--- src/rtl/assert_macros.svh ---
// Assertion macros shared by the upsampler modules.
`ifndef ASSERT_MACROS_SVH
`define ASSERT_MACROS_SVH

// Concurrent check of prop, sampled on the rising clock edge, off during reset.
`define BRU_ASSERT(label, clk, rst, prop, msg) \
   label: assert property (@(posedge clk) disable iff (rst) (prop)) else $error(msg);

// Antecedent implies consequent on the following clock edge.
`define BRU_ASSERT_NEXT(label, clk, rst, ante, cons, msg) \
   label: assert property (@(posedge clk) disable iff (rst) (ante) |=> (cons)) else $error(msg);

`endif

--- src/rtl/bru_pkg.sv ---
package bru_pkg;

   localparam int BLOCK_EDGE = 8;
   localparam int MAX_FACTOR = 4;

   localparam int REG_W    = 3;
   localparam int SAMPLE_W = 8;
   localparam int ADDR_W   = 10;
   localparam int RDATA_W  = 24;

   // configuration register indexes
   localparam logic [2:0] CSR_IN_BLOCKS_H  = 3'd0;
   localparam logic [2:0] CSR_IN_BLOCKS_V  = 3'd1;
   localparam logic [2:0] CSR_OUT_BLOCKS_H = 3'd2;
   localparam logic [2:0] CSR_OUT_BLOCKS_V = 3'd3;

   typedef enum logic [1:0] {
      ST_IDLE,
      ST_BASE,
      ST_EMIT
   } bru_state_type;

   typedef struct packed {
      logic [REG_W-1:0] ih;
      logic [REG_W-1:0] iv;
      logic [REG_W-1:0] oh;
      logic [REG_W-1:0] fh;
      logic [REG_W-1:0] fv;
   } bru_cfg_type;

   typedef struct packed {
      logic load;
      logic base;
      logic emit;
   } bru_cmd_type;

   typedef struct packed {
      logic no_copy;
      logic last_copy;
      logic out_free;
   } bru_status_type;

   function automatic logic [REG_W-1:0] clamp_reg(input logic [REG_W-1:0] v);
      logic [REG_W-1:0] r;
      r = v;
      if (v == '0) r = REG_W'(1);
      else if (v > REG_W'(MAX_FACTOR)) r = REG_W'(MAX_FACTOR);
      return r;
   endfunction

   // truncating ratio of two clamped block counts (both 1..4)
   function automatic logic [REG_W-1:0] ratio(input logic [REG_W-1:0] num,
                                              input logic [REG_W-1:0] den);
      logic [REG_W-1:0] r;
      r = '0;
      unique case (den)
         3'd1: r = num;
         3'd2: r = num >> 1;
         3'd3: r = (num >= 3'd3) ? 3'd1 : 3'd0;
         default: r = (num == 3'd4) ? 3'd1 : 3'd0;
      endcase
      return r;
   endfunction

endpackage

--- src/rtl/bru_csr.sv ---
module bru_csr (
   input  logic                      clock,
   input  logic                      reset,
   input  logic                      csr_valid,
   output logic                      csr_ready,
   input  logic [2:0]                csr_index,
   input  logic [bru_pkg::REG_W-1:0] csr_data,
   output bru_pkg::bru_cfg_type      cfg
);

   logic [bru_pkg::REG_W-1:0] in_blocks_h_ff, in_blocks_v_ff;
   logic [bru_pkg::REG_W-1:0] out_blocks_h_ff, out_blocks_v_ff;
   logic [bru_pkg::REG_W-1:0] ih, iv, oh, ov;

   assign csr_ready = 1'b1;

   always_ff @(posedge clock) begin
      if (reset) begin
         in_blocks_h_ff  <= bru_pkg::REG_W'(1);
         in_blocks_v_ff  <= bru_pkg::REG_W'(1);
         out_blocks_h_ff <= bru_pkg::REG_W'(1);
         out_blocks_v_ff <= bru_pkg::REG_W'(1);
      end else if (csr_valid && csr_ready) begin
         unique case (csr_index)
            bru_pkg::CSR_IN_BLOCKS_H:  in_blocks_h_ff  <= csr_data;
            bru_pkg::CSR_IN_BLOCKS_V:  in_blocks_v_ff  <= csr_data;
            bru_pkg::CSR_OUT_BLOCKS_H: out_blocks_h_ff <= csr_data;
            bru_pkg::CSR_OUT_BLOCKS_V: out_blocks_v_ff <= csr_data;
            default: ;
         endcase
      end
   end

   assign ih = bru_pkg::clamp_reg(in_blocks_h_ff);
   assign iv = bru_pkg::clamp_reg(in_blocks_v_ff);
   assign oh = bru_pkg::clamp_reg(out_blocks_h_ff);
   assign ov = bru_pkg::clamp_reg(out_blocks_v_ff);

   assign cfg.ih = ih;
   assign cfg.iv = iv;
   assign cfg.oh = oh;
   assign cfg.fh = bru_pkg::ratio(oh, ih);
   assign cfg.fv = bru_pkg::ratio(ov, iv);

endmodule

--- src/rtl/bru_ctrl.sv ---
`include "assert_macros.svh"

module bru_ctrl (
   input  logic                   clock,
   input  logic                   reset,
   input  logic                   req_tvalid,
   output logic                   req_tready,
   input  bru_pkg::bru_status_type status,
   output bru_pkg::bru_cmd_type    cmd
);

   bru_pkg::bru_state_type state_ff, state_in;

   always_ff @(posedge clock) begin
      if (reset) state_ff <= bru_pkg::ST_IDLE;
      else       state_ff <= state_in;
   end

   always_comb begin
      state_in   = state_ff;
      req_tready = 1'b0;
      cmd        = '0;
      unique case (state_ff)
         bru_pkg::ST_IDLE: begin
            req_tready = 1'b1;
            if (req_tvalid) begin
               cmd.load = 1'b1;
               state_in = bru_pkg::ST_BASE;
            end
         end
         bru_pkg::ST_BASE: begin
            cmd.base = 1'b1;
            // a zero factor gives no copies: drop the beat
            state_in = status.no_copy ? bru_pkg::ST_IDLE : bru_pkg::ST_EMIT;
         end
         bru_pkg::ST_EMIT: begin
            if (status.out_free) begin
               cmd.emit = 1'b1;
               if (status.last_copy) state_in = bru_pkg::ST_IDLE;
            end
         end
         default: state_in = bru_pkg::ST_IDLE;
      endcase
   end

   `BRU_ASSERT(a_emit_in_emit, clock, reset, !cmd.emit || state_ff == bru_pkg::ST_EMIT, "copy issued outside emit state")
   `BRU_ASSERT_NEXT(a_load_to_base, clock, reset, req_tvalid && req_tready, !req_tready, "new beat taken while previous beat busy")

endmodule

--- src/rtl/bru_dp.sv ---
`include "assert_macros.svh"

module bru_dp (
   input  logic                         clock,
   input  logic                         reset,
   input  bru_pkg::bru_cmd_type         cmd,
   input  bru_pkg::bru_cfg_type         cfg,
   input  logic [bru_pkg::SAMPLE_W-1:0] in_sample,
   input  logic                         in_start,
   output bru_pkg::bru_status_type      status,
   output logic                         rsp_tvalid,
   input  logic                         rsp_tready,
   output logic [bru_pkg::RDATA_W-1:0]  rsp_tdata,
   output logic                         rsp_tlast,
   output logic                         rsp_tuser
);

   // position counters
   logic [1:0] block_col_ff, block_row_ff, block_col_in, block_row_in;
   logic [2:0] pixel_col_ff, pixel_row_ff, pixel_col_in, pixel_row_in;
   logic [1:0] bc, br;
   logic [2:0] pc, pr;
   logic       col_wrap, row_wrap;

   // per-beat work registers
   logic [bru_pkg::SAMPLE_W-1:0] sample_ff;
   logic [6:0]                   row0_ff, col0_ff;
   logic                         last_sample_ff;
   logic [bru_pkg::ADDR_W-1:0]   line_ff;
   logic [2:0]                   h_ff, v_ff;

   // output register
   logic                         out_valid_ff;
   logic [bru_pkg::ADDR_W-1:0]   out_addr_ff;
   logic [bru_pkg::SAMPLE_W-1:0] out_value_ff;
   logic                         out_last_ff, out_done_ff;

   logic [7:0]                 row_prod, col_prod;
   logic [9:0]                 base_prod;
   logic [bru_pkg::ADDR_W-1:0] line_base, width;
   logic                       last_sample, h_end;

   // start clears the counters before this beat uses them
   assign bc = in_start ? 2'd0 : block_col_ff;
   assign br = in_start ? 2'd0 : block_row_ff;
   assign pc = in_start ? 3'd0 : pixel_col_ff;
   assign pr = in_start ? 3'd0 : pixel_row_ff;

   assign col_wrap = ({1'b0, bc} + 3'd1) >= cfg.ih;
   assign row_wrap = ({1'b0, br} + 3'd1) >= cfg.iv;
   assign last_sample = row_wrap && col_wrap && (pr == 3'd7) && (pc == 3'd7);

   always_comb begin
      pixel_col_in = pc + 3'd1;
      pixel_row_in = pr;
      block_col_in = bc;
      block_row_in = br;
      if (pc == 3'd7) begin
         pixel_row_in = pr + 3'd1;
         if (pr == 3'd7) begin
            if (col_wrap) begin
               block_col_in = 2'd0;
               block_row_in = row_wrap ? 2'd0 : br + 2'd1;
            end else begin
               block_col_in = bc + 2'd1;
            end
         end
      end
   end

   assign row_prod  = {3'b0, br, pr} * {5'b0, cfg.fv};
   assign col_prod  = {3'b0, bc, pc} * {5'b0, cfg.fh};
   assign base_prod = {3'b0, row0_ff} * {7'b0, cfg.oh};
   assign line_base = {base_prod[6:0], 3'b000} + {3'b0, col0_ff};
   assign width     = {4'b0, cfg.oh, 3'b000};

   assign h_end            = (h_ff + 3'd1) == cfg.fh;
   assign status.last_copy = h_end && ((v_ff + 3'd1) == cfg.fv);
   assign status.no_copy   = (cfg.fh == 3'd0) || (cfg.fv == 3'd0);
   assign status.out_free  = !out_valid_ff || rsp_tready;

   always_ff @(posedge clock) begin
      if (reset) begin
         block_col_ff <= '0;
         block_row_ff <= '0;
         pixel_col_ff <= '0;
         pixel_row_ff <= '0;
         h_ff         <= '0;
         v_ff         <= '0;
         out_valid_ff <= 1'b0;
      end else begin
         if (cmd.load) begin
            block_col_ff <= block_col_in;
            block_row_ff <= block_row_in;
            pixel_col_ff <= pixel_col_in;
            pixel_row_ff <= pixel_row_in;
         end
         if (cmd.base) begin
            h_ff <= '0;
            v_ff <= '0;
         end else if (cmd.emit) begin
            if (h_end) begin
               h_ff <= '0;
               v_ff <= v_ff + 3'd1;
            end else begin
               h_ff <= h_ff + 3'd1;
            end
         end
         if (cmd.emit)        out_valid_ff <= 1'b1;
         else if (rsp_tready) out_valid_ff <= 1'b0;
      end
   end

   always_ff @(posedge clock) begin
      if (cmd.load) begin
         sample_ff      <= in_sample;
         row0_ff        <= row_prod[6:0];
         col0_ff        <= col_prod[6:0];
         last_sample_ff <= last_sample;
      end
      if (cmd.base) begin
         line_ff <= line_base;
      end else if (cmd.emit && h_end) begin
         // advance one raster line for the next vertical copy
         line_ff <= line_ff + width;
      end
      if (cmd.emit) begin
         out_addr_ff  <= line_ff + {7'b0, h_ff};
         out_value_ff <= sample_ff;
         out_last_ff  <= status.last_copy;
         out_done_ff  <= status.last_copy && last_sample_ff;
      end
   end

   assign rsp_tvalid = out_valid_ff;
   assign rsp_tdata  = {6'b0, out_value_ff, out_addr_ff};
   assign rsp_tlast  = out_last_ff;
   assign rsp_tuser  = out_done_ff;

   `BRU_ASSERT(a_done_is_last, clock, reset, !(out_valid_ff && out_done_ff) || out_last_ff, "component done without run last")
   `BRU_ASSERT(a_copy_in_range, clock, reset, !cmd.emit || (h_ff < cfg.fh && v_ff < cfg.fv), "copy index beyond factor")

endmodule

--- src/rtl/block_to_raster_replicating_upsampler_core.sv ---
// An accepted sample beat goes to the base state, then to the emit state, where the single
// copy generator in the datapath issues one copy per cycle while the output register is free;
// zero-copy samples go from the base state back to idle. New samples are taken only in idle.
// A finished copy waits in the output register while the next sample is taken.
// Reset (synchronous, active high) sets all four block counts to 1 and clears
// the position counters and the output register.
module block_to_raster_replicating_upsampler_core (
   input  logic                        clock,
   input  logic                        reset,
   input  logic                        req_tvalid,
   output logic                        req_tready,
   input  logic [7:0]                  req_tdata,   // [7:0] sample
   input  logic                        req_tuser,   // [0] start_req
   output logic                        rsp_tvalid,
   input  logic                        rsp_tready,
   output logic [bru_pkg::RDATA_W-1:0] rsp_tdata,   // [9:0] out_address, [17:10] out_value
   output logic                        rsp_tlast,   // run_last
   output logic                        rsp_tuser,   // [0] component_done
   input  logic                        csr_valid,
   output logic                        csr_ready,
   input  logic [2:0]                  csr_index,
   input  logic [bru_pkg::REG_W-1:0]   csr_data
);

   bru_pkg::bru_cfg_type    cfg;
   bru_pkg::bru_cmd_type    cmd;
   bru_pkg::bru_status_type status;

   bru_csr u_csr (
      .clock     (clock),
      .reset     (reset),
      .csr_valid (csr_valid),
      .csr_ready (csr_ready),
      .csr_index (csr_index),
      .csr_data  (csr_data),
      .cfg       (cfg)
   );

   bru_ctrl u_ctrl (
      .clock      (clock),
      .reset      (reset),
      .req_tvalid (req_tvalid),
      .req_tready (req_tready),
      .status     (status),
      .cmd        (cmd)
   );

   bru_dp u_dp (
      .clock      (clock),
      .reset      (reset),
      .cmd        (cmd),
      .cfg        (cfg),
      .in_sample  (req_tdata),
      .in_start   (req_tuser),
      .status     (status),
      .rsp_tvalid (rsp_tvalid),
      .rsp_tready (rsp_tready),
      .rsp_tdata  (rsp_tdata),
      .rsp_tlast  (rsp_tlast),
      .rsp_tuser  (rsp_tuser)
   );

endmodule

--- config.mk ---
export PLATFORM = sky130hd
export DESIGN_NAME = block_to_raster_replicating_upsampler_core
export DESIGN_NICKNAME = d
export VERILOG_FILES = /design/src/rtl/bru_pkg.sv /design/src/rtl/bru_csr.sv /design/src/rtl/bru_ctrl.sv /design/src/rtl/bru_dp.sv /design/src/rtl/block_to_raster_replicating_upsampler_core.sv
export VERILOG_INCLUDE_DIRS = /design/src /design/src/rtl
export SDC_FILE = /design/constraint.sdc
export NUM_CORES = 1
export LEC_CHECK = 0
export BUFFER_PORTS_ARGS = -buffer_cell sky130_fd_sc_hd__buf_2
export CORE_ASPECT_RATIO = 0.7
export CORE_MARGIN = 3
export CORE_UTILIZATION = 30
export DETAILED_ROUTE_END_ITERATION = 6
export SLEW_MARGIN = 15
export SYNTH_ARGS = -nofsm -noshare
export SYNTH_HDL_FRONTEND = slang
export SYNTH_SLANG_ARGS = --single-unit
--- constraint.sdc ---
create_clock -name clock -period 3.65 [get_ports clock]
set_clock_uncertainty 0.15 [all_clocks]
set_input_delay 0.1825 -clock clock [delete_from_list [all_inputs] [get_ports clock]]
set_output_delay 0.1825 -clock clock [all_outputs]
set_load 0.02 [all_outputs]
======== After elaboration in Yosys (flattened, before gate mapping) ========
Cells that the tools add are included.
storage, ports and cells
  flip-flop bits (word level) ............. 84
  bits of input ports ..................... 20
  output and inout bits ................... 29
operators by class
  multiply operators ...................... 3
  equality and inequality tests ........... 20
  add/sub/neg operators ................... 11
  order comparisons ....................... 8
  muxes and demuxes ....................... 42
  reduce and logical (&&, ||, !) cells .... 26
operator list
  operator               count
  $mux W3                12
  $mux W2                13
  $logic_not A3 Y1       7
  $mux W10               2
  $eq A3 B2 Y1 const B   6
  $pmux W3 S3            2
  $mul A5 B3 Y7          2
  $add A3 B1 Y3 const B  4
  $eq A3 B3 Y1 const B   4
  $gt A3 B3 Y1 const B   4
  $mux W1                12
  $add A10 B3 Y10        1
  $add A10 B6 Y10        1
  $add A10 B7 Y10        1
  $reduce_and A2 Y1      5
  $eq A3 B1 Y1 const B   3
  $mul A7 B3 Y7          1
  $add A2 B1 Y3 const B  2
  $eq A3 B3 Y1           2
  $ge A3 B2 Y1 const B   2
  $ge A3 B3 Y1           2
  $logic_and A1 B1 Y1    6
  $pmux W2 S3            1
  $add A2 B1 Y2 const B  2
  10 further kinds       13

======== Longest topological paths before layout ========
Gate-level depths: netlist (run 1).
  depth in word-level cells ............... 11
  mapped depth ............................ 13

======== By module ========
From an unflattened synthesis (run 1), not the netlist that was laid out.
unflattened totals
  cell total of the unflattened synthesis .. 482
  area total of the unflattened synthesis .. 5073.6 µm²
by module, submodules not included
  module    cells each  area each (µm²)  times used
  bru_dp    394         4317.9           1
  bru_csr   76          648.1            1
  bru_ctrl  12          107.6            1

======== Worst setup path after synthesis (run 1) ========
OpenSTA, ideal clock, no wires.
  path type ............................... register to register
  from .................................... register u_csr.out_blocks_h_ff[2] in the netlist's numbering
  to ...................................... register u_dp.line_ff[8] in the netlist's numbering (data pin)
  arrival ................................. 2880 ps
  required time ........................... 3227 ps
  slack ................................... 346 ps
  cell stages (with the launch flop) ...... 13
  setup time .............................. 273 ps
  cells stage by stage .................... dfxtp_1 > clkbuf_1 > nor2_1 > nand2_1 > fa_1 > inv_1 > ha_1 > fa_1 > ha_1 > nor2b_1 > o21ai_0 > xnor2_1 > a21oi_1
between the ends
  longest elaborated chain between the ends .. 6
  elaborated cells on any way between the ends .. 9
  classes of those cells .................. 2 x add/sub; 1 x mul; 1 x order compare; 4 x mux; 1 x reduce/logical
ends and longest elaborated chain
  element                                           line                         RTL
  start, declared                                   bru_csr.sv:12                logic [bru_pkg::REG_W-1:0] out_blocks_h_ff, out_blocks_v_ff;
  start signal, assigned                            bru_csr.sv:21                out_blocks_h_ff <= bru_pkg::REG_W'(1);
  start signal, assigned                            bru_csr.sv:27                bru_pkg::CSR_OUT_BLOCKS_H: out_blocks_h_ff <= csr_data;
  $gt A3 B3 Y1                                      bru_pkg.sv:47                else if (v > REG_W'(MAX_FACTOR)) r = REG_W'(MAX_FACTOR);
  $mux W3                                           bru_pkg.sv:47
  $mux W3 (*)                                       bru_pkg.sv:46                if (v == '0) r = REG_W'(1);
  $mul A7 B3 Y7 or $add A10 B6 Y10 (tied branches)  bru_dp.sv:73, bru_dp.sv:125
  $add A10 B7 Y10 or $mux W10 (tied branches)       bru_dp.sv:74, bru_dp.sv:123
  $mux W10 (*)                                      bru_dp.sv:121                if (cmd.base) begin
  end signal, assigned                              bru_dp.sv:122                line_ff <= line_base;
  end signal, assigned                              bru_dp.sv:125                line_ff <= line_ff + width;
  end, declared                                     bru_dp.sv:29                 logic [bru_pkg::ADDR_W-1:0] line_ff;
Mark *: on every way between the ends. The rest lies on a longest branch, timed or not. The select of a mux whose other input is x is not followed.
A chain may end at the register's enable or synchronous reset.

======== Worst setup path in the final report (run 1) ========
  from .................................... register u_csr.out_blocks_h_ff[1] in the netlist's numbering
  to ...................................... register u_dp.line_ff[9] in the netlist's numbering (data pin)
The elaborated chain is that of the path after synthesis.

==> results of run 1 <==
through the flow:
step | std cells | hold slack (ps)
floorplan | 501 | 131.4
global placement | 753 | 209.6
detailed placement | 753 | 211.3
CTS | 780 | 17.15
global route | 780 | 22.93
finish | 780 | 24.99
state kept, by name, indices dropped and copies added (netlist names), 2 cells and up:
name and flops:
u_csr.in_blocks_h_ff 3, u_csr.in_blocks_v_ff 3, u_csr.out_blocks_h_ff 3, u_csr.out_blocks_v_ff 3, u_ctrl.state_ff 2, u_dp.block_col_ff 2, u_dp.block_row_ff 2, u_dp.col0_ff 7
u_dp.h_ff 3, u_dp.line_ff 10, u_dp.out_addr_ff 10, u_dp.out_value_ff 8, u_dp.pixel_col_ff 3, u_dp.pixel_row_ff 3, u_dp.row0_ff 7, u_dp.sample_ff 8
u_dp.v_ff 3
layer usage:
layer / track usage, % / wire length (um) / vias to the layer above
li1: - / - / 1797
met1: 16.19 / 5330 / 1741
met2: 18.91 / 4725 / 52
met3: 3.180 / 383 / 10
met4: 3.068 / 99 / 0
met5: 0 / 0 / -
worst min-delay path, delay by kind of cell:
kind | cells | cell delay, ps
AO/OA/AOI/OAI | 1 | 70
AND/OR/NAND/NOR | 1 | 130
buffers and inverters | 1 | 90
repair_timing:
item                       in CTS  in global routing
setup endpoints to repair       0                  2
hold buffers                   11                  0
hold endpoints to repair       15                  0
gates resized for setup         0                  1
cells in the final DEF (no fill, tap or decap), types with 4 or more instances in the layout:
| cell type | Yosys | routed |
|---|---|---|
| sky130_fd_sc_hd__conb_1 | 2 | 7 |
| sky130_fd_sc_hd__mux2i_1 | 11 | 11 |
| sky130_fd_sc_hd__buf_4 | 7 | 6 |
| sky130_fd_sc_hd__buf_2 | 2 | 41 |
| sky130_fd_sc_hd__nor3b_1 | 6 | 6 |
| sky130_fd_sc_hd__edfxtp_1 | 53 | 53 |
| sky130_fd_sc_hd__inv_1 | 31 | 31 |
| sky130_fd_sc_hd__nand2_1 | 55 | 55 |
| sky130_fd_sc_hd__clkbuf_16 | 0 | 10 |
| sky130_fd_sc_hd__dlygate4sd3_1 | 0 | 11 |
| sky130_fd_sc_hd__nand3_1 | 4 | 4 |
| sky130_fd_sc_hd__xnor2_1 | 21 | 21 |
| sky130_fd_sc_hd__xor2_1 | 16 | 16 |
| sky130_fd_sc_hd__fa_1 | 16 | 16 |
| sky130_fd_sc_hd__and2_1 | 15 | 15 |
| sky130_fd_sc_hd__ha_1 | 39 | 39 |
| sky130_fd_sc_hd__nor2_1 | 43 | 42 |
| sky130_fd_sc_hd__nor2b_1 | 19 | 19 |
| sky130_fd_sc_hd__a21oi_1 | 28 | 28 |
| sky130_fd_sc_hd__nand2b_1 | 15 | 15 |
| sky130_fd_sc_hd__o21ai_0 | 12 | 12 |
| sky130_fd_sc_hd__a21o_1 | 12 | 12 |
| sky130_fd_sc_hd__dfxtp_1 | 31 | 31 |
final cells by class:
cell class,instances,area [sq um]
fillers,1658,10540
multi-input cells,365,2718
flip-flops and latches,84,2212
repair buffers,58,360.3
well taps,225,281.5
clock buffers,10,250.2
inverters,32,120.1
clock inverters,6,57.56
worst max-delay path by stage:
stage | start | end | cells after the start
after floorplan | u_csr.out_blocks_h_ff[2] | u_dp.line_ff[8] | 12
after global placement | u_csr.out_blocks_h_ff[1] | u_dp.line_ff[8] | 12
after detailed placement | u_csr.out_blocks_h_ff[1] | u_dp.line_ff[9] | 12
after CTS | u_csr.out_blocks_h_ff[1] | u_dp.line_ff[9] | 12
after global routing | u_csr.out_blocks_h_ff[1] | u_dp.line_ff[9] | 12
final | u_csr.out_blocks_h_ff[1] | u_dp.line_ff[9] | 12
cells by family after synthesis:
group / Yosys count
multiplexers: 11
other: 2
buffers and inverters: 52
flip-flops: 84
adder cells (fa/ha/maj): 57
AO/OA/AOI/OAI: 80
XOR/XNOR: 37
AND/OR/NAND/NOR: 173
power groups by stage:
| stage | Combinational [W] | Clock (W) | Sequential [W] |
|---|---|---|---|
| 2_1_floorplan | 0.000186 | 0 | 0.00112 |
| 3_3_place_gp | 0.000252 | 0 | 0.00112 |
| 3_5_place_dp | 0.000262 | 0 | 0.00112 |
| 4_1_cts | 0.000272 | 0.000958 | 0.00110 |
| 5_1_grt | 0.000304 | 0.00101 | 0.00111 |
| 6_report | 0.000268 | 0.000934 | 0.00110 |
==> run summary, run 1 <==
Derived from the worst setup path, the maximum achievable clock frequency is 0.2910 GHz. The first global-routing pass estimated 17780 um of wire. In the synthesized netlist the async set-or-reset flop fraction comes to 0%. The worst register-to-register path begins at u_csr.out_blocks_h_ff[1]. The tools report the number of antenna violations at the first check in global routing as 0. The largest family of logic cells by synthesized area was simple AND/OR/NAND/NOR gates. In the synthesized netlist, the number of instances is 496. The arithmetic-cell share of the synthesized area counting full adders, half adders and majority gates was 16.14%; the setup-violating endpoint count in the final report was 0. For this run, the slowest stage of the critical path takes 480 ps.

For the number of top-level pins, the log shows 49. Setup repair after global routing left no endpoint under its margin. Once the floorplan was initialized, standard cells occupied 31.03% of the core. For the setup slack of the critical path after layout, the log shows 213.1 ps. At the end of routability-driven placement, the weighted congestion stood at 0.8039.

For this run, the register share of the synthesized area comes to 43.10%. The total buffers and inverters traversed by the critical path came out at 1. The switching share of power works out to 26.38%. Worst hold path endpoint: u_dp.rsp_tvalid. Most numerous cell in the Yosys netlist: sky130_fd_sc_hd__nand2_1.

Across all register-to-register paths, the minimum setup slack is 210 ps. In this run the cell area measured after placement is 5579 sq um. The most used flip-flop cell after synthesis is sky130_fd_sc_hd__edfxtp_1. Traced cell by cell, the critical path runs through nor2b_1, nor2_2, nand2_1, fa_1, inv_1, ha_1, fa_1, ha_1, a21oi_1, nor3b_1, xnor2_1, o21ai_0. The reg-to-reg endpoint was u_dp.line_ff[9].

Sum of overflow across all layers after global routing: 0. At the pin with the least slew margin, the transition time is 864.4 ps. The run gives 0.0006077 W as the net switching power. Ranked by instance count, the synthesized netlist is headed by sky130_fd_sc_hd__nand2_1 (55), sky130_fd_sc_hd__edfxtp_1 (53), sky130_fd_sc_hd__nor2_1 (43).

The routed wire length came out at 10540 um. The run gives 11.7% as the power share of the combinational group. The die covers 18740 sq um.

In this run the vertical extent of the chip is 115.4 um. Summing the areas of all compound-gate instances in the mapped netlist gives 11.07% of the synthesized area. The tools report the required time of the worst setup path as 3570 ps. The flow ran to the end, and the final reports show no timing, DRC or antenna violations. After detailed routing, the number of remaining DRC violations is 0.

The logs give 5132 sq um for the synthesized area and 0.2543 mV for the highest ir drop seen on vdd. The detailed router placed 3600 vias in this run. No sink is reached through more buffers than the 2 on the longest clock path.

The worst setup path is of the reg -> reg kind. After legalization and detailed placement, the total HPWL measured 8092 um. The worst setup path is captured at a flop.

For this run, the post-layout net count is 625. Measured against its own limit, the worst slew margin works out to 42.31%. The run gives 0 as the number of pins with negative max-slew slack in the final report. After floorplanning, the core was divided into 39 placement rows.

The tools report the startpoint of the worst hold path as rsp_tready. Simple logic cell fraction of the synthesized area: 16.72%. After detailed routing, the number of vias per cell comes to 4.615.

The number of buffers added on ports was 41; the TritonCTS buffer count was 9. The worst hold path was traced through 3 stages. Data on the critical path arrives at its endpoint at 3360 ps. The class of the worst hold path is in -> reg. The number of antenna diodes in the final layout is 0. The buffers inserted during post-CTS setup optimization was 0. The startpoint kind of the worst setup timing path was a flop. For this run, the total global-route usage over all layers was measured as 11.88%. The cell family contributing the most delay on the critical path is adder cells.

Once detail routing completed, the nets flagged for antenna violations numbered 0. Clock latency on the worst-skew pair, taken at its later pin, is 350 ps. The finished cells cover 6000 sq um. Of the post-synthesis cell area, the part taken by muxes is 2.145%.

After clock tree synthesis, the clock-pin slew on the worst setup and hold paths is 70 ps. The x dimension of the die was 162.3 um; the number of max-cap violations was 0. The count of unique library cells instantiated by Yosys is 55, and the total negative slack is 0 ps. Yosys attributes the largest share of cell area to sky130_fd_sc_hd__edfxtp_1 (31%), sky130_fd_sc_hd__dfxtp_1 (12%), sky130_fd_sc_hd__ha_1 (9.5%). The number of cells on the worst reg-to-reg path came out at 12. The parity-gate share of the synthesized area counting xor and xnor cells was 6.314%. Core region area: 16540 sq um. Counting every sink on the clock net gives 84. Number of hold violations in the final report: 0. The run gives 0.002304 W as the overall power after layout.

The library cell used as clock root buffer is sky130_fd_sc_hd__clkbuf_16. In this run the number of H-tree levels came out at 3. The clock network accounts for 40.5% of the total power. After synthesis the netlist holds a flip-flop and latch count of 84. In this run, synthesis inferred 53 flip-flops with an integrated enable. Leakage component of the power: 2.617 nW. A synthesized cell averages 10.35 sq um. The internal power contribution was 0.001696 W. The proportion of power drawn by flip-flops and latches came out at 47.8%.

Via count of the first global-routing pass: 3604. TritonCTS built the clock tree. After detailed routing, the average wire length per cell comes to 13.51 um.

For the largest net degree at the start of global routing, the log shows 32. Among all stages on the critical path, the largest delay is contributed by sky130_fd_sc_hd__fa_1. The first TritonRoute pass finished after 4 iterations. The areal power density over the cells was 384.0 nW/um^2; the worst setup slack before clock tree synthesis was 141.7 ps. The fraction of final layout cells sized beyond drive strength 1 was 14.05%; the violation count after the first detailed-route iteration was 113.

The shortest period the worst path allows is 3437 ps. Yosys printed 0 warnings. The top cell type by area accounts for 31.01% of the synthesized area. The biggest area contributor in the post-synthesis netlist is sky130_fd_sc_hd__edfxtp_1. The area growth from synthesis to layout is 16.89%, and the critical-path maximum fanout is 7.

The worst path uses 94.16% of the clock period. The tools report the final design utilization as 36.27%.
Power figures use the tool's default switching activity.
==> run 2, diff against run 1 <==
--- a/config.mk
+++ b/config.mk
@@ -6,7 +6,7 @@
 export SDC_FILE = /design/constraint.sdc
 export NUM_CORES = 1
 export LEC_CHECK = 0
-export BUFFER_PORTS_ARGS = -buffer_cell sky130_fd_sc_hd__buf_2
+export BUFFER_PORTS_ARGS = -buffer_cell sky130_fd_sc_hd__clkbuf_2
 export CORE_ASPECT_RATIO = 0.7
 export CORE_MARGIN = 3
 export CORE_UTILIZATION = 30
==> run summary, run 2 (synthesized netlist as in run 1, its figures left out) <==
The flow ran to the end, and the final reports show no timing, DRC or antenna violations. For the number of nets in the finished design, the log shows 624. The logs give 3579 for the via count of the first global-routing pass and 11.63% for the overall routing resource usage. In this run the worst path has a maximum fanout of 7. At the pin with the least slew margin, the transition time is 902.3 ps. The overall power after layout was 0.002303 W. In this run the deepest clock path goes through 2 buffers.

In the global route stage, met2 resource usage came out at 18.58%. Post-CTS timing repair inserted 0 buffers for setup. The die covers 18740 sq um. The routed layout has 3597 vias.

Areal power density over the cells: 384.3 nW/um^2. In this run the static leakage power is 2.613 nW. Sum of overflow across all layers after global routing: 0. The tightest min-delay check is of the in -> reg type.

The worst setup path is captured at a flop. STA puts the critical path data required time at 3560 ps. Once layout is done, the placed cells without fillers occupy 5992 sq um. The tools report the total placed instance area as 5579 sq um.

Cells with a size suffix above 1 make up 14.08% of the layout. Number of antenna violations at the first check in global routing: 0. The logs give 0 for the residual antenna-violating net count after detailed routing and 7974 um for the sum of net half-perimeters after detailed placement.

TritonCTS created 9 clock buffers. The number of pins with negative max-slew slack in the final report was 0; the headroom to the max-slew limit was 39.78%. After detailed routing, the number of vias per cell comes to 4.617.

In the routed design, unresolved DRC markers number 0. The total negative slack is 0 ps, and the number of levels the H-tree was split into is 3. The largest registers in the layout are u_dp.line_ff x10, u_dp.out_addr_ff x10.

49 I/O pins were placed. IR analysis of the VDD net gives a maximum drop of 0.2255 mV. The tools report the iteration count of the initial detailed-routing pass as 4.

Routability-driven placement finished with a final weighted congestion of 0.8047. Dividing the final minimum period by the clock period gives 93.14%. The tools report the library cell used as clock root buffer as sky130_fd_sc_hd__clkbuf_16. Setup-violating endpoint count in the final report: 0. TritonCTS built the clock tree. Initial core utilization: 31.03%. The upper clock frequency limit was 0.2942 GHz. The number of max-cap violations is 0, and the worst reg-to-reg setup slack is 250 ps.

For the post-layout instance count excluding filler cells, the log shows 779. The run gives 10500 um as the routed wire length. The number of antenna diodes in the final layout is 0. Measured along the y axis, the die boundary spans 115.4 um. For the worst-skew pair, the clock arrives at the later sink with an insertion delay of 340 ps. The most congested layer reported by global routing is met2.

Dividing the detail-routed wire length by the instance count gives 13.48 um. In the global route stage, met3 resource usage came out at 2.680%. The run gives 16.02% as the fraction of met1 tracks used by global routing. The run gives 0 as the number of hold violations in the final report. In this run, placement finished with an instance count of 753.

At the placement stage, the worst setup path has a slack of 137.3 ps. Startpoint kind of the worst setup timing path: a flop. The core region is 16540 sq um. The setup slack of the critical path after layout is 250.4 ps, and the largest net degree at the start of global routing is 32.

In this run the horizontal extent of the chip is 162.3 um. The run gives 39 as the number of placement rows. After the first detailed-routing iteration, the DRC count stood at 133. The library cells used most frequently in the layout, excluding fill and tap cells, are sky130_fd_sc_hd__nand2_1 (55), sky130_fd_sc_hd__edfxtp_1 (53), sky130_fd_sc_hd__nor2_1 (42). For this design, the sink count on the clock tree is 84. The clock-pin slew of the registers on the worst-case setup and hold paths came out at 70 ps.

The data arrival time at the worst-slack endpoint was 3310 ps. From synthesis to final layout, the design area changed by 16.75%. Setup repair after global routing left no endpoint under its margin.

By startpoint and endpoint, the worst setup path is classified as reg -> reg. The first-pass GRT wire length is 17450 um. Buffers placed on the I/O ports in this run total 41.

The library cell used most frequently in the layout, excluding fill and tap cells, is sky130_fd_sc_hd__nand2_1. The routed design could run at a clock period as short as 3400 ps.
## run 2: cell types whose count changed in the layout (fill, tap and decap cells not counted), moves of 2 or more
cell / before / now
sky130_fd_sc_hd__inv_6: 3 / 1
sky130_fd_sc_hd__buf_2: 41 / 0
sky130_fd_sc_hd__inv_8: 2 / 0
sky130_fd_sc_hd__clkinvlp_4: 0 / 2
sky130_fd_sc_hd__clkbuf_2: 0 / 41
## run 2: worst paths after layout
| kind | from | endpoint | cells past startpoint |
|---|---|---|---|
| setup / recovery | u_csr.out_blocks_h_ff[1] | u_dp.line_ff[8] | 12 |
| setup reg to reg | u_csr.out_blocks_h_ff[1] | u_dp.line_ff[8] | 12 |
| hold reg to reg | u_dp.sample_ff[7] | u_dp.out_value_ff[7] | 0 |
| hold / removal | rsp_tready | u_dp.rsp_tvalid | 3 |
## run 2: routing by layer
layer	share of wire, %	up-vias
li1	-	1795
met5	0	-
met3	3.6	9
met4	0.98	0
met1	50	1741
met2	46	52
## run 2: cell type report
class                           count  area, sq um
Sequential cell                    84         2212
Multi-Input combinational cell    365         2718
Fill cell                        1649        10550
Clock buffer                        9        225.2
Timing Repair Buffer               57        350.3
Inverter                           32        120.1
Clock inverter                      7        85.08
Tap cell                          225        281.5
## run 2: critical path: stages (launching register included)
cell	delay (ps)
sky130_fd_sc_hd__dfxtp_1	330
sky130_fd_sc_hd__nor2b_1	170
sky130_fd_sc_hd__nor2_2	230
sky130_fd_sc_hd__nand2_1	110
sky130_fd_sc_hd__fa_1	480
sky130_fd_sc_hd__inv_1	40
sky130_fd_sc_hd__ha_1	210
sky130_fd_sc_hd__fa_1	450
sky130_fd_sc_hd__ha_1	350
sky130_fd_sc_hd__nor2b_1	150
sky130_fd_sc_hd__o21ai_0	220
sky130_fd_sc_hd__xnor2_1	160
sky130_fd_sc_hd__a21oi_1	80
## run 2: through the flow
stage                     utilization, %  hold slack, ps
final                              36.22           17.76
after global routing               36.22           26.57
after CTS                          36.21           7.115
after detailed placement           33.73           211.1
after global placement             33.73           210.3
after floorplan                        -           131.4
## run 2: timing repair
item	in CTS	in global routing
endpoints found under the setup margin	0	3
hold buffers	10	0
resized for setup	0	1
hold endpoints to repair	12	0
## run 2: where the power goes
| group | total [W] | internal (W) | switching (W) |
|---|---|---|---|
| Sequential | 0.00110 | 0.00107 | 0.0000323 |
| Combinational | 0.000267 | 0.000105 | 0.000162 |
| Clock | 0.000935 | 0.000540 | 0.000395 |
| Total | 0.00230 | 0.00171 | 0.000589 |
